File: src/rtl/mrpi_pkg.sv
// mrpi_pkg: shared types and constants for the mobile robot pose integrator
// used by mrpi_serial_alu and mobile_robot_pose_integrator_core
`timescale 1ns / 1ps
`default_nettype none
package mrpi_pkg;
   localparam int unsigned CORDIC_GAIN_Q30 = 32'd652032874;
   localparam int unsigned INV_PI_Q32 = 32'd1367130551;

   typedef enum logic [1:0] {
      MODE_DIFF  = 2'd0,
      MODE_OMNI  = 2'd1,
      MODE_OMNIW = 2'd2,
      MODE_ACKER = 2'd3
   } mode_type;

   typedef enum logic [1:0] {
      REG_MODE = 2'd0,
      REG_STEP = 2'd1,
      REG_AXLE = 2'd2
   } reg_index_type;

   typedef enum logic [1:0] {
      OP_MUL = 2'd0,
      OP_DIV = 2'd1
   } alu_op_type;

   typedef enum logic [4:0] {
      ST_IDLE, ST_DECIDE,
      ST_TRIG0, ST_TRIG_RUN, ST_TRIG_DONE,
      ST_OMEGA_DT, ST_OMEGA_BAM1, ST_OMEGA_BAM2, ST_OMEGA_BAM3,
      ST_TURN_ADD,
      ST_MV1, ST_MV2, ST_MV3, ST_MV4, ST_MV5, ST_MV6, ST_MV7, ST_MV8,
      ST_ARC1, ST_ARC2, ST_ARC3, ST_ARC4,
      ST_TAN, ST_ACK1, ST_ACK2,
      ST_DONE
   } state_type;

   function automatic logic [31:0] atan_bam(input logic [4:0] i);
      logic [31:0] r;
      case (i)
         5'd0: r = 32'd536870912;  5'd1: r = 32'd316933406;
         5'd2: r = 32'd167458907;  5'd3: r = 32'd85004756;
         5'd4: r = 32'd42667331;   5'd5: r = 32'd21354465;
         5'd6: r = 32'd10680862;   5'd7: r = 32'd5340245;
         5'd8: r = 32'd2670163;    5'd9: r = 32'd1335087;
         5'd10: r = 32'd667544;    5'd11: r = 32'd333772;
         5'd12: r = 32'd166886;    5'd13: r = 32'd83443;
         5'd14: r = 32'd41722;     5'd15: r = 32'd20861;
         5'd16: r = 32'd10430;     5'd17: r = 32'd5215;
         5'd18: r = 32'd2608;      5'd19: r = 32'd1304;
         5'd20: r = 32'd652;       5'd21: r = 32'd326;
         5'd22: r = 32'd163;       5'd23: r = 32'd81;
         5'd24: r = 32'd41;        5'd25: r = 32'd20;
         5'd26: r = 32'd10;        5'd27: r = 32'd5;
         5'd28: r = 32'd3;         5'd29: r = 32'd1;
         5'd30: r = 32'd1;         default: r = 32'd0;
      endcase
      return r;
   endfunction
endpackage
`default_nettype wire

File: src/rtl/mrpi_serial_alu.sv
// mrpi_serial_alu: signed bit-serial multiplier (shift-add) and divider
// (restoring, truncates toward zero); depends on mrpi_pkg
`timescale 1ns / 1ps
`default_nettype none
module mrpi_serial_alu (
   input  wire logic                clock,
   input  wire logic                reset,
   input  wire logic                start,
   input  wire mrpi_pkg::alu_op_type op,
   input  wire logic signed [95:0]  opa,
   input  wire logic signed [63:0]  opb,
   output logic                     busy,
   output logic signed [95:0]       result
);
   import mrpi_pkg::*;

   logic [95:0] acc_ff, acc_in;
   logic [95:0] sh_ff, sh_in;
   logic [63:0] mb_ff, mb_in;
   logic [95:0] rem_ff, rem_in;
   logic [6:0]  cnt_ff, cnt_in;
   logic        neg_ff, neg_in;
   logic        div_ff, div_in;
   logic        busy_ff, busy_in;
   logic [95:0] ma, rtry;
   logic [63:0] mbv;
   logic [96:0] diff;

   always_comb begin
      ma = opa[95] ? 96'(-opa) : 96'(opa);
      mbv = opb[63] ? 64'(-opb) : 64'(opb);
      acc_in = acc_ff; sh_in = sh_ff; mb_in = mb_ff; rem_in = rem_ff;
      cnt_in = cnt_ff; neg_in = neg_ff; div_in = div_ff; busy_in = busy_ff;
      rtry = {rem_ff[94:0], sh_ff[95]};
      diff = {1'b0, rtry} - {33'd0, mb_ff};
      if (start) begin
         busy_in = 1'b1;
         div_in = (op == OP_DIV);
         neg_in = opa[95] ^ opb[63];
         acc_in = '0; rem_in = '0;
         sh_in = ma; mb_in = mbv; cnt_in = '0;
      end else if (busy_ff) begin
         if (div_ff) begin
            sh_in = {sh_ff[94:0], ~diff[96]};
            rem_in = diff[96] ? rtry : diff[95:0];
            if (cnt_ff == 7'd95) busy_in = 1'b0;
         end else begin
            if (mb_ff[0]) acc_in = acc_ff + sh_ff;
            sh_in = {sh_ff[94:0], 1'b0};
            mb_in = {1'b0, mb_ff[63:1]};
            if (cnt_ff == 7'd63) busy_in = 1'b0;
         end
         cnt_in = cnt_ff + 7'd1;
      end
   end

   always_ff @(posedge clock) begin
      if (reset) begin
         busy_ff <= 1'b0;
         cnt_ff <= '0;
      end else begin
         busy_ff <= busy_in;
         cnt_ff <= cnt_in;
      end
      acc_ff <= acc_in; sh_ff <= sh_in; mb_ff <= mb_in; rem_ff <= rem_in;
      neg_ff <= neg_in; div_ff <= div_in;
   end

   always_comb begin
      if (div_ff) result = neg_ff ? 96'(-sh_ff) : 96'(sh_ff);
      else        result = neg_ff ? 96'(-acc_ff) : 96'(acc_ff);
   end
   assign busy = busy_ff;
endmodule
`default_nettype wire

File: config.mk
export PLATFORM = sky130hd
export DESIGN_NAME = mrpi_serial_alu
export DESIGN_NICKNAME = d
export VERILOG_FILES = /design/src/rtl/mrpi_pkg.sv /design/src/rtl/mrpi_serial_alu.sv
export SDC_FILE = /design/constraint.sdc
export NUM_CORES = 2
export LEC_CHECK = 0
export BUFFER_PORTS_ARGS = -buffer_cell sky130_fd_sc_hd__buf_2
export CAP_MARGIN = 20
export CORE_ASPECT_RATIO = 0.9
export CORE_MARGIN = 4
export CORE_UTILIZATION = 30
export CTS_CLUSTER_DIAMETER = 40
export CTS_CLUSTER_SIZE = 10
export DETAILED_ROUTE_END_ITERATION = 10
export GPL_ROUTABILITY_DRIVEN = 1
export PLACE_DENSITY = 0.52
export SYNTH_ARGS = -nofsm -noshare
export SYNTH_HDL_FRONTEND = slang
export SYNTH_SLANG_ARGS = --single-unit
File: constraint.sdc
create_clock -name clock -period 6.54 [get_ports clock]
set_input_delay 1.308 -clock clock [delete_from_list [all_inputs] [get_ports clock]]
set_output_delay 1.308 -clock clock [all_outputs]
set_load 0.01 [all_outputs]
==> impl_metrics.env <==
export IMPL_grt_pass1_wl_um=201200
export IMPL_grt_overflow=0
export IMPL_drv_cap=0
export IMPL_track_usage=0.2152
export IMPL_synth_seq_cells=361
export IMPL_crit_type="reg2out"
export IMPL_routed_wirelength_um=132300
export IMPL_syn2layout_area_growth_pct=16.52
export IMPL_io_buffers=261
export IMPL_finalMaxSlewViolations=0
export IMPL_yosys_warnings=0
export IMPL_synth_compound_area_frac=0.2579
export IMPL_dpl_instance_area_um2=36250
export IMPL_finalCritPeriodShare=0.9725
export IMPL_drc_errors=0
export IMPL_synth_async_reset_ratio=0
export IMPL_dr_total_vias=34910
export IMPL_rsz0062_at_grt="false"
export IMPL_setup_viol=0
export IMPL_die_area_um2=117500
export IMPL_hold_buffers=0
export IMPL_finalHoldViolCount=0
export IMPL_final_util=0.3524
export IMPL_cts_buffers=83
export IMPL_syn_nets=4893
export IMPL_synth_cells=4562
export IMPL_gp_congestion=0.9315
export IMPL_cts_path_max_buffers=3
export IMPL_synthFlopType="dfxtp_1"
export IMPL_syn_area_um2=33620
export IMPL_critPathMaxFanout=5
export IMPL_arrival_ps=5050
export IMPL_synth_fa_ha_area_frac=0.06222
export IMPL_die_height_um=325.6
export IMPL_grt_max_degree=179
export IMPL_worstPathRequired_ps=5230
export IMPL_leakage_nw=15.44
export IMPL_fin_nets=5045
export IMPL_clk_latency_ps=650
export IMPL_tightest_slew_ps=1170
export IMPL_drtIter0Drc=3088
export IMPL_outcome="finished, final reports clean"
export IMPL_grt_pass1_vias=32890
export IMPL_p_per_area_nw_per_um2=267.2
export IMPL_yosys_area_share_simple=0.2386
export IMPL_synthXorXnorAreaFrac=0.1323
export IMPL_ctsRootBufferMaster="clkbuf_16"
export IMPL_ir_drop_v=0.0001726
export IMPL_slew_headroom=0.2120
export IMPL_h_tree_depth=3
export IMPL_clock_fmax_mhz=157.2
export IMPL_min_period_ps=6360
export IMPL_core_um2=111200
export IMPL_wl_per_cell_um=21.12
export IMPL_synth_top_family_by_area="compound AO/OA/AOI/OAI gates"
export IMPL_crit_path_end_kind="output port"
export IMPL_ios=262
export IMPL_cts_sink_count=361
export IMPL_yosysSeqAreaShare=0.2632
export IMPL_muxShareOfSynthArea=0.002456
export IMPL_drt_vias_per_instance=5.572
export IMPL_die_width_um=360.9
export IMPL_drive_gt1_frac=0.1103
export IMPL_ant_nets=0
export IMPL_start_util=0.3024
export IMPL_dp_hpwl_um=102800
export IMPL_antenna_found_initial=13
export IMPL_cts_tree="yes"
export IMPL_clk_pin_slew_ps=50
export IMPL_syn_avg_cell_area_um2=7.370
export IMPL_rows=116
export IMPL_synth_edf_count=162
export IMPL_crit_path_start_kind="flop"
export IMPL_ys_types=87
export IMPL_final_cell_area_um2=39180
export IMPL_drt_pass1_iterations=6
export IMPL_setup_tns_ps=0
export IMPL_hold_path_class="reg2reg"
export IMPL_skew_ps=38.07
==> layout by cell type (no fill, tap or decap), types with 43 or more instances in the layout <==
cell type  count
a21oi_1      546
dfxtp_1      199
clkbuf_16     84
nand2_1      598
o41ai_1       57
buf_2        259
or4_1         53
a311oi_1      44
inv_1        125
o21ai_0      306
o21bai_1      43
edfxtp_1     162
xnor2_1      198
or3_1         84
nor4_1        50
xor2_1       310
buf_4         56
o31ai_1       94
nor3_1        97
a21o_1        87
nand4_1       75
ha_1         164
a211oi_1      62
nand3_1       67
nor2_1       528
==> cells by family after synthesis <==
family / Yosys count
mux: 7
fa+ha+maj: 166
buf+inv: 376
flops: 361
xor+xnor: 508
compound gates: 1413
simple gates: 1731
==> per-stage QoR <==
stage	std cells	setup WS, ps	hold WS (ps)	power [W]
final	6266	179.5	479.9	0.01047
after global placement	6104	826.6	468.3	0.006103
after detailed placement	6104	771.9	470.3	0.006097
after global routing	6262	49.10	516.4	0.01101
after floorplan	4562	1626	448.9	0.005000
after CTS	6260	72.60	476.9	0.01051
==> critical path: stages, from the launching register on <==
cell and delay [ps]:
edfxtp_1 460, or4_1 630, or4_4 610, or4_4 580
inv_1 90, nand3_1 80, buf_4 190, nor2_1 220
nand2_1 110, or3_1 420, o41ai_2 260, xor2_1 300
o21ai_1 160, buf_4 180, buf_2 130
==> synth_stat cells, drive strengths merged (6+ instances only) <==
master     n  area (um2)
a211oi    62       465.5
a21boi    19       142.6
a21o      88       660.6
a21oi    546        2733
a221oi     7       61.31
a311oi    44       385.4
a31oi     31       193.9
and2      15       93.84
and3      16       100.1
and4       9       78.83
buf       22       127.6
clkbuf   228       855.8
dfxtp    199        3984
edfxtp   162        4865
ha       164        2052
inv      125       469.2
mux2i      6       60.06
nand2    599        2248
nand2b    40       250.2
nand3     68       340.3
nand3b     7       52.55
nand4     75       469.2
nor2     529        1988
nor2b     19       118.9
nor3      99       500.5
nor4      51       325.3
nor4b      6       58.80
o2111ai    6       52.55
o211ai    28       210.2
o21a      21       157.7
o21ai    312        1561
o21bai    43       322.8
o31a       7       61.31
o31ai     94       705.7
o41ai     60       548.0
or2       34       215.2
or3       88       563.0
or4       60       473.0
xnor2    198        1734
xor2     310        2715
==> metal layers <==
| metal | part of all wire | routed length, um | track usage |
|---|---|---|---|
| met4 | 0.039 | 5132 | 0.07479 |
| met1 | 0.45 | 59990 | 0.2971 |
| met5 | 0.00045 | 60 | 0 |
| met3 | 0.076 | 10100 | 0.04573 |
| met2 | 0.43 | 57040 | 0.3315 |
==> state kept, by name, summed over array words and instances, names as in the netlist <==
name	flops
cnt_ff	7
div_ff	1
rem_ff	95
acc_ff	96
mb_ff	64
busy	1
sh_ff	96
neg_ff	1
==> power by group <==
part,switching [W],leakage [nW],internal (W)
sequential,0.000312,3.20,0.00259
clock,0.00150,1.39,0.00285
combinational,0.00204,10.8,0.00118
==> cell type report <==
| class | count | area, um2 |
|---|---|---|
| fill | 12070 | 72000 |
| multi-input combinational | 3825 | 23340 |
| sequential | 361 | 8848 |
| clock buffer | 102 | 2230 |
| tap | 1475 | 1846 |
| timing repair buffer | 317 | 1752 |
| clock inverter | 54 | 671.9 |
| inverter | 126 | 473.0 |
| antenna | 6 | 15.01 |
==> final timing paths <==
path              startpoint          to  slack, ps  cells after the start
setup reg to reg   sh_ff[95]  rem_ff[94]       1450                     15
setup / recovery   sh_ff[14]  result[61]        180                     14
hold / removal     rem_ff[8]   rem_ff[8]        480                      2
hold reg to reg    rem_ff[8]   rem_ff[8]        480                      2
==> timing repair <==
item	in CTS	in global routing
endpoints found under the setup margin	0	2
setup buffers	0	0
gates resized for setup	0	3
Note: power is estimated with default switching activity, not from simulation.
